**config.mk**
```make
export PLATFORM = sky130hd
export DESIGN_NAME = point_to_octree_code
export DESIGN_NICKNAME = d
export VERILOG_FILES = /design/src/rtl/core/ptoc_pkg.sv /design/src/rtl/core/point_to_octree_code.sv /design/src/rtl/core/ptoc_shift_unit.sv /design/src/rtl/core/ptoc_sequencer.sv
export VERILOG_INCLUDE_DIRS = /design/src /design/src/rtl/core
export SDC_FILE = /design/constraint.sdc
export NUM_CORES = 1
export LEC_CHECK = 0
export BUFFER_PORTS_ARGS = -buffer_cell sky130_fd_sc_hd__clkbuf_2
export CORE_ASPECT_RATIO = 0.75
export CORE_MARGIN = 3
export CORE_UTILIZATION = 52
export DETAILED_ROUTE_END_ITERATION = 16
export PLACE_DENSITY = 0.76
export SLEW_MARGIN = 20
export SYNTH_ARGS = -nofsm -noshare
export SYNTH_HDL_FRONTEND = slang
export SYNTH_HIERARCHICAL = 1
export SYNTH_SLANG_ARGS = --single-unit
```
**constraint.sdc**
```tcl
create_clock -name clock -period 3.26 [get_ports clock]
set_clock_uncertainty 0.1 [all_clocks]
set_input_delay 0.326 -clock clock [delete_from_list [all_inputs] [get_ports clock]]
set_output_delay 0.326 -clock clock [all_outputs]
set_load 0.02 [all_outputs]
```
**src/rtl/core/point_to_octree_code_defines.svh**
```systemverilog
// Assertion macros used by the octree code sequencer.
`ifndef POINT_TO_OCTREE_CODE_DEFINES_SVH
`define POINT_TO_OCTREE_CODE_DEFINES_SVH

// Same-cycle implication, checked on the rising clock edge outside reset.
`define PTOC_ASSERT_NOW(label, clk, rst, ante, cons, msg) \
   label: assert property (@(posedge clk) disable iff (rst) (ante) |-> (cons)) \
      else $error(msg);

// Next-cycle implication, checked on the rising clock edge outside reset.
`define PTOC_ASSERT_NEXT(label, clk, rst, ante, cons, msg) \
   label: assert property (@(posedge clk) disable iff (rst) (ante) |=> (cons)) \
      else $error(msg);

`endif

```
**src/rtl/core/ptoc_pkg.sv**
```systemverilog
`timescale 1ns / 1ps
`default_nettype none

package ptoc_pkg;

   typedef struct packed {
      logic [15:0] x_frac;
      logic [15:0] y_frac;
      logic [15:0] z_frac;
      logic [15:0] cube_size;
      logic [7:0]  red;
      logic [7:0]  green;
      logic [7:0]  blue;
   } ptoc_req_type;

   typedef struct packed {
      logic [7:0] out_byte;
      logic       last_byte;
   } ptoc_rsp_type;

   typedef enum logic [2:0] {
      PTOC_IDLE,
      PTOC_DEPTH,
      PTOC_CODE,
      PTOC_RED,
      PTOC_GREEN,
      PTOC_BLUE
   } ptoc_state_type;

   // Commands from the sequencer to the shift unit
   typedef struct packed {
      logic load;
      logic size_shift;
      logic bit_step;
   } ptoc_ctrl_type;

   // Status from the shift unit to the sequencer
   typedef struct packed {
      logic size_msb;
      logic code_bit;
   } ptoc_stat_type;

   localparam logic [1:0] PTOC_AXIS_LAST = 2'd2;
   localparam logic [2:0] PTOC_USED_FULL = 3'd7;
   localparam int         PTOC_BYTE_BITS = 8;

endpackage

`default_nettype wire

```
**src/rtl/core/point_to_octree_code.sv**
```systemverilog
`timescale 1ns / 1ps
`default_nettype none

// Point to octree code: takes one point, a cube size and a colour, and sends a
// byte stream: the depth k, then ceil(3k/8) code bytes (x, y, z bit per level,
// MSB first, last byte zero-padded), then red, green and blue, with last_byte
// set on blue. One byte per rsp_strobe cycle; the receiver cannot stall, so
// every strobed byte must be taken. busy stays high from the accept until the
// blue byte is on the output. The depth search shifts the size one bit per
// cycle and the shared shift unit moves one code bit per cycle.
module point_to_octree_code
   import ptoc_pkg::*;
#(
   parameter int COORD_BITS = 16,
   parameter int MAX_DEPTH  = 16
) (
   input  wire logic         clock,
   input  wire logic         reset,
   input  wire logic         start,
   output logic              busy,
   input  wire ptoc_req_type req_item,
   output logic              rsp_strobe,
   output ptoc_rsp_type      rsp_item
);

   ptoc_ctrl_type ctrl;
   ptoc_stat_type stat;

   ptoc_shift_unit #(
      .COORD_BITS(COORD_BITS)
   ) u_shift (
      .clock   (clock),
      .req_item(req_item),
      .ctrl    (ctrl),
      .stat    (stat)
   );

   ptoc_sequencer #(
      .MAX_DEPTH(MAX_DEPTH)
   ) u_seq (
      .clock     (clock),
      .reset     (reset),
      .start     (start),
      .req_item  (req_item),
      .stat      (stat),
      .ctrl      (ctrl),
      .busy      (busy),
      .rsp_strobe(rsp_strobe),
      .rsp_item  (rsp_item)
   );

endmodule

`default_nettype wire

```
**src/rtl/core/ptoc_shift_unit.sv**
```systemverilog
`timescale 1ns / 1ps
`default_nettype none

module ptoc_shift_unit
   import ptoc_pkg::*;
#(
   parameter int COORD_BITS = 16
) (
   input  wire logic          clock,
   input  wire ptoc_req_type  req_item,
   input  wire ptoc_ctrl_type ctrl,
   output ptoc_stat_type      stat
);

   logic [COORD_BITS-1:0] size_ff, size_in;
   logic [COORD_BITS-1:0] cx_ff, cx_in;
   logic [COORD_BITS-1:0] cy_ff, cy_in;
   logic [COORD_BITS-1:0] cz_ff, cz_in;
   logic [COORD_BITS-1:0] vx, vy, vz;

   always_comb begin
      vx = COORD_BITS'(req_item.x_frac);
      vy = COORD_BITS'(req_item.y_frac);
      vz = COORD_BITS'(req_item.z_frac);
      size_in = size_ff;
      cx_in   = cx_ff;
      cy_in   = cy_ff;
      cz_in   = cz_ff;
      if (ctrl.load) begin
         size_in = COORD_BITS'(req_item.cube_size);
         // boundary points fall in the lower cell
         cx_in = (vx == '0) ? '0 : vx - 1'b1;
         cy_in = (vy == '0) ? '0 : vy - 1'b1;
         cz_in = (vz == '0) ? '0 : vz - 1'b1;
      end else begin
         if (ctrl.size_shift) begin
            size_in = size_ff << 1;
         end
         // rotate x -> z -> y -> x; x shifts as it wraps, so after three steps
         // every axis has moved down one level and zeros fill past precision
         if (ctrl.bit_step) begin
            cx_in = cy_ff;
            cy_in = cz_ff;
            cz_in = cx_ff << 1;
         end
      end
   end

   always_ff @(posedge clock) begin
      size_ff <= size_in;
      cx_ff   <= cx_in;
      cy_ff   <= cy_in;
      cz_ff   <= cz_in;
   end

   assign stat.size_msb = size_ff[COORD_BITS-1];
   assign stat.code_bit = cx_ff[COORD_BITS-1];

endmodule

`default_nettype wire

```
**src/rtl/core/ptoc_sequencer.sv**
```systemverilog
`timescale 1ns / 1ps
`default_nettype none

`include "point_to_octree_code_defines.svh"

module ptoc_sequencer
   import ptoc_pkg::*;
#(
   parameter int MAX_DEPTH = 16
) (
   input  wire logic          clock,
   input  wire logic          reset,
   input  wire logic          start,
   input  wire ptoc_req_type  req_item,
   input  wire ptoc_stat_type stat,
   output ptoc_ctrl_type      ctrl,
   output logic               busy,
   output logic               rsp_strobe,
   output ptoc_rsp_type       rsp_item
);

   localparam int LW = $clog2(MAX_DEPTH + 1);

   ptoc_state_type state_ff, state_in;
   logic [LW-1:0]  level_ff, level_in;
   logic [LW-1:0]  depth_ff, depth_in;
   logic [1:0]     axis_ff, axis_in;
   logic [7:0]     acc_ff, acc_in;
   logic [2:0]     used_ff, used_in;
   logic           rsp_valid_ff, rsp_valid_in;
   ptoc_rsp_type   rsp_ff, rsp_in;
   logic [7:0]     red_ff, red_in;
   logic [7:0]     green_ff, green_in;
   logic [7:0]     blue_ff, blue_in;
   logic [7:0]     next_acc;

   always_ff @(posedge clock) begin
      if (reset) begin
         state_ff     <= PTOC_IDLE;
         rsp_valid_ff <= 1'b0;
      end else begin
         state_ff     <= state_in;
         rsp_valid_ff <= rsp_valid_in;
      end
   end

   always_ff @(posedge clock) begin
      level_ff <= level_in;
      depth_ff <= depth_in;
      axis_ff  <= axis_in;
      acc_ff   <= acc_in;
      used_ff  <= used_in;
      rsp_ff   <= rsp_in;
      red_ff   <= red_in;
      green_ff <= green_in;
      blue_ff  <= blue_in;
   end

   always_comb begin
      state_in     = state_ff;
      level_in     = level_ff;
      depth_in     = depth_ff;
      axis_in      = axis_ff;
      acc_in       = acc_ff;
      used_in      = used_ff;
      red_in       = red_ff;
      green_in     = green_ff;
      blue_in      = blue_ff;
      rsp_valid_in = 1'b0;
      rsp_in       = '0;
      ctrl         = '0;
      next_acc     = {acc_ff[6:0], stat.code_bit};
      case (state_ff)
         PTOC_IDLE: begin
            if (start) begin
               ctrl.load = 1'b1;
               red_in    = req_item.red;
               green_in  = req_item.green;
               blue_in   = req_item.blue;
               level_in  = '0;
               state_in  = PTOC_DEPTH;
            end
         end
         PTOC_DEPTH: begin
            // stop at the first set size bit, or saturate
            if (level_ff == LW'(MAX_DEPTH) || stat.size_msb) begin
               depth_in        = level_ff;
               rsp_valid_in    = 1'b1;
               rsp_in.out_byte = 8'(level_ff);
               level_in        = '0;
               axis_in         = '0;
               acc_in          = '0;
               used_in         = '0;
               state_in        = PTOC_CODE;
            end else begin
               ctrl.size_shift = 1'b1;
               level_in        = LW'(level_ff + 1'b1);
            end
         end
         PTOC_CODE: begin
            if (axis_ff == '0 && level_ff == depth_ff) begin
               // flush a partial byte, zero-padded at the bottom
               if (used_ff != '0) begin
                  rsp_valid_in    = 1'b1;
                  rsp_in.out_byte = acc_ff << (4'(PTOC_BYTE_BITS) - {1'b0, used_ff});
               end
               state_in = PTOC_RED;
            end else begin
               ctrl.bit_step = 1'b1;
               if (used_ff == PTOC_USED_FULL) begin
                  rsp_valid_in    = 1'b1;
                  rsp_in.out_byte = next_acc;
                  acc_in          = '0;
                  used_in         = '0;
               end else begin
                  acc_in  = next_acc;
                  used_in = used_ff + 3'd1;
               end
               if (axis_ff == PTOC_AXIS_LAST) begin
                  axis_in  = '0;
                  level_in = LW'(level_ff + 1'b1);
               end else begin
                  axis_in = axis_ff + 2'd1;
               end
            end
         end
         PTOC_RED: begin
            rsp_valid_in    = 1'b1;
            rsp_in.out_byte = red_ff;
            state_in        = PTOC_GREEN;
         end
         PTOC_GREEN: begin
            rsp_valid_in    = 1'b1;
            rsp_in.out_byte = green_ff;
            state_in        = PTOC_BLUE;
         end
         PTOC_BLUE: begin
            rsp_valid_in     = 1'b1;
            rsp_in.out_byte  = blue_ff;
            rsp_in.last_byte = 1'b1;
            state_in         = PTOC_IDLE;
         end
         default: begin
            state_in = PTOC_IDLE;
         end
      endcase
   end

   assign busy       = (state_ff != PTOC_IDLE);
   assign rsp_strobe = rsp_valid_ff;
   assign rsp_item   = rsp_ff;

   `PTOC_ASSERT_NEXT(a_start_enters_depth, clock, reset, start && !busy, state_ff == PTOC_DEPTH, "transfer accepted but depth search not started")
   `PTOC_ASSERT_NOW(a_last_ends_item, clock, reset, rsp_valid_ff && rsp_ff.last_byte, state_ff == PTOC_IDLE, "last byte sent while item still in progress")
   `PTOC_ASSERT_NOW(a_depth_bound, clock, reset, state_ff == PTOC_DEPTH, level_ff <= LW'(MAX_DEPTH), "depth search ran past its limit")
   `PTOC_ASSERT_NOW(a_code_level_bound, clock, reset, state_ff == PTOC_CODE, level_ff <= depth_ff && depth_ff <= LW'(MAX_DEPTH), "code level past chosen depth")

endmodule

`default_nettype wire

```
==> run metrics <==
status=completed; Initial Utilization=0.547; Synth Cell Area=0.00651 sq mm; final worst setup slack=559 ps; Core Region=0.0119 sq mm; CTS root buf=clkbuf_16; CTS Buf Count=17; HPWL Detailed=10.8 mm; Async SR Flop Fraction=0; WS Path Type=reg2reg; fmax=370 MHz; CTS resizes=0; GPL Wtd Cong=0.860; met2 Use GR=0.343; Register Area=0.00359 sq mm; DIE AREA=0.0139 sq mm; DR WL/cell=18.3 um; Final setup viols=0; # rows=34; Via density=5.74; first-pass GRT wire length=23.8 mm; most frequent cell after synthesis=edfxtp_1; critical path cell sequence=clkinv_1 > ha_1 > mux2i_1 > nor2_1 > a31oi_1 > mux2i_1 > a221o_1; routed wire length=15.2 mm; number of max-cap violations=0; DIE WIDTH=135 um; Pwr Density=679 mW/mm^2; top-area cell type share of the netlist area=0.512; cell count of the worst hold path=1; main flop type after synthesis=edfxtp_1; GR Util All Layers=0.222; H-tree Lvls=4; Yosys cell types=65; GR Overflow Total=0; critical path fanouts, max=11; hold wc startpoint=req_item[17]; Worst-Skew Late Latency=400 ps; r2r worst-path depth=7; RSZ-0062 raised after global routing=no; drt pass-1 iters=7; CP peak stage delay=590 ps; Final Max Tran Viols=0; leakage=2.97 nW; multi-input logic area=0.00274 sq mm; grt met1 use=0.310; io pins=102; residual DRC count=0; filler cell count=938; met3 GRT Util=0.0585; Worst setup SP type=flop; reg2reg start=u_seq/used_ff[0]; worst reg2reg endpoint=u_seq/rsp_item[7]; share of cells above drive strength 1=0.280; Syn Nets=631; r2r setup slk=560 ps; Max VDD drop=0.000382 V; largest net degree at the start of global routing=49; Worst-path clk slew=50 ps; Slew HR=0.519; initial antenna violation count=0; Layout area overhead=22.5%; Layout Nets=758; dominant cells by area after synthesis=edfxtp_1 (51%), dfxtp_1 (4.0%), o2bb2ai_1 (3.6%); Critical Path RT=3450 ps; Worst-Margin Slew=721 ps; Worst Hold Path EP=u_seq/red_ff[1]; Ys Warns=6; Seq/Total Area, Yosys=0.552; CTS tree=yes; ANT nets after route=0; period utilization=0.829; post-synthesis cell count=529; Most common cell on crit path=mux2i_1; I/O Buffers=101; Longest Clk Path Bufs=2; DRT iter0 DRCs=428; DIE HEIGHT=103 um; most used routing layer=met2; vias=4,770; CP arrival=2890 ps; Max stage delay cell, worst path=ha_1; synthesis-stage register bit count=124; Final Power=5.42 mW; final hold vios=0; Finished Core Util=0.670; CTS Sinks=124; CP endpoint kind=flop; min cycle time layout=2700 ps; Worst Hold Class=in2reg; leading area contributor after synthesis=edfxtp_1; Mean Syn Cell Area=12.3 sq um; Ant. Diodes=0; number of enable flip-flop cells after synthesis=111; vias in the first global route=4,591; Setup WS pre-CTS=612 ps; top post-synthesis cells by count=edfxtp_1 (111), nor2_1 (61), o2bb2ai_1 (27), xor2_1 (25), nand2_1 (24); Setup TNS Final=0 ps
power by group:
part | switching, mW | leakage [nW] | internal [mW]
sequential | 0.176 | 1.18 | 2.23
combinational | 0.698 | 1.52 | 0.461
clock | 0.660 | 0.270 | 1.19
total | 1.53 | 2.97 | 3.88
cells by family (layout without fill, tap and decap cells):
group           after synthesis  count (layout)  synth area share
simple gates                179             179             0.172
flops                       124             124             0.552
compound gates               98              98             0.116
buf+inv                      44             184            0.0290
xor+xnor                     38              38            0.0511
mux                          35              35            0.0590
fa+ha+maj                    11              11            0.0211
worst max path at each step:
stage | from | to | slack [ps] | depth (start not counted)
after global placement | u_seq/used_ff[0] | u_seq/rsp_item[7] | 730 | 7
after detailed placement | u_seq/used_ff[0] | u_seq/rsp_item[7] | 610 | 7
after floorplan | u_seq/state_ff[0] | u_shift/cx_ff[0] | 70 | 7
after CTS | u_seq/used_ff[0] | u_seq/rsp_item[7] | 610 | 7
final | u_seq/used_ff[0] | u_seq/rsp_item[7] | 560 | 7
after global routing | u_seq/used_ff[0] | u_seq/rsp_item[7] | 330 | 7
flip-flops by register name, summed over array words and instances, names as in the netlist:
register and count:
u_seq/acc_ff 8, u_seq/axis_ff 2, u_seq/blue_ff 8, u_seq/depth_ff 5, u_seq/green_ff 8, u_seq/level_ff 5
u_seq/red_ff 8, u_seq/rsp_item 9, u_seq/rsp_strobe 1, u_seq/state_ff 3, u_seq/used_ff 3, u_shift/cx_ff 16
u_shift/cy_ff 16, u_shift/cz_ff 16, u_shift/size_ff 16
critical path, delay by kind of cell, from the launching register on:
family	cells	cell delay (ps)
DFF	1	570
buffers and inverters	1	310
muxes	2	450
AOI/OAI and AO/OA	2	500
adders and majority gates	1	590
and+or+nand+nor	1	70
metal layers:
layer,routed length [um],share of wire
met4,194,0.013
met3,1010,0.066
met1,7000,0.46
met2,7010,0.46
met5,0,0
metrics by stage:
step / instances / cell area (sq um) / hold WS, ps
finish: 831 / 7980 / 20.6
global route: 831 / 7980 / 0.369
CTS: 831 / 7980 / 3.56
detailed placement: 777 / 7180 / 383
global placement: 777 / 7180 / 392
floorplan: 529 / 6520 / 298
cell type report:
class	instances	area share
flip-flops and latches	124	0.450
multi-input cells	361	0.343
repair buffers	131	0.0985
clock buffers	19	0.0543
well taps	162	0.0254
clock inverters	13	0.0188
inverters	21	0.00988
layout by cell type, fill, tap and decap left out, types with 4 or more instances in the layout:
| master | synthesis | layout |
|---|---|---|
| clkbuf_16 | 0 | 17 |
| o21ai_1 | 4 | 4 |
| a21oi_1 | 9 | 9 |
| edfxtp_1 | 111 | 111 |
| a211oi_1 | 16 | 16 |
| mux2_2 | 17 | 17 |
| xor2_1 | 25 | 25 |
| nand4b_1 | 5 | 5 |
| a31oi_1 | 6 | 6 |
| clkinvlp_4 | 0 | 5 |
| o21ai_0 | 9 | 9 |
| o31ai_1 | 4 | 4 |
| dlygate4sd3_1 | 0 | 22 |
| xnor2_1 | 13 | 13 |
| a221o_1 | 4 | 4 |
| nand4_1 | 4 | 4 |
| nor4_4 | 7 | 7 |
| a221oi_1 | 5 | 5 |
| nor2b_1 | 7 | 7 |
| ha_1 | 11 | 11 |
| nor3_1 | 9 | 9 |
| o31a_1 | 5 | 5 |
| inv_1 | 19 | 19 |
| buf_4 | 4 | 8 |
| nand3_1 | 11 | 11 |
| o2bb2ai_1 | 27 | 27 |
| and2_1 | 13 | 12 |
| nor2_1 | 61 | 61 |
| clkbuf_2 | 0 | 101 |
| dfxtp_1 | 13 | 13 |
| mux2i_1 | 17 | 17 |
| nand2_1 | 24 | 24 |
repair_timing:
action / in CTS / in global routing
hold buffers: 22 / 0
hold endpoints to repair: 22 / 0
setup endpoints to repair: 0 / 0
setup buffers: 0 / 0
Power figures use the tool's default switching activity.
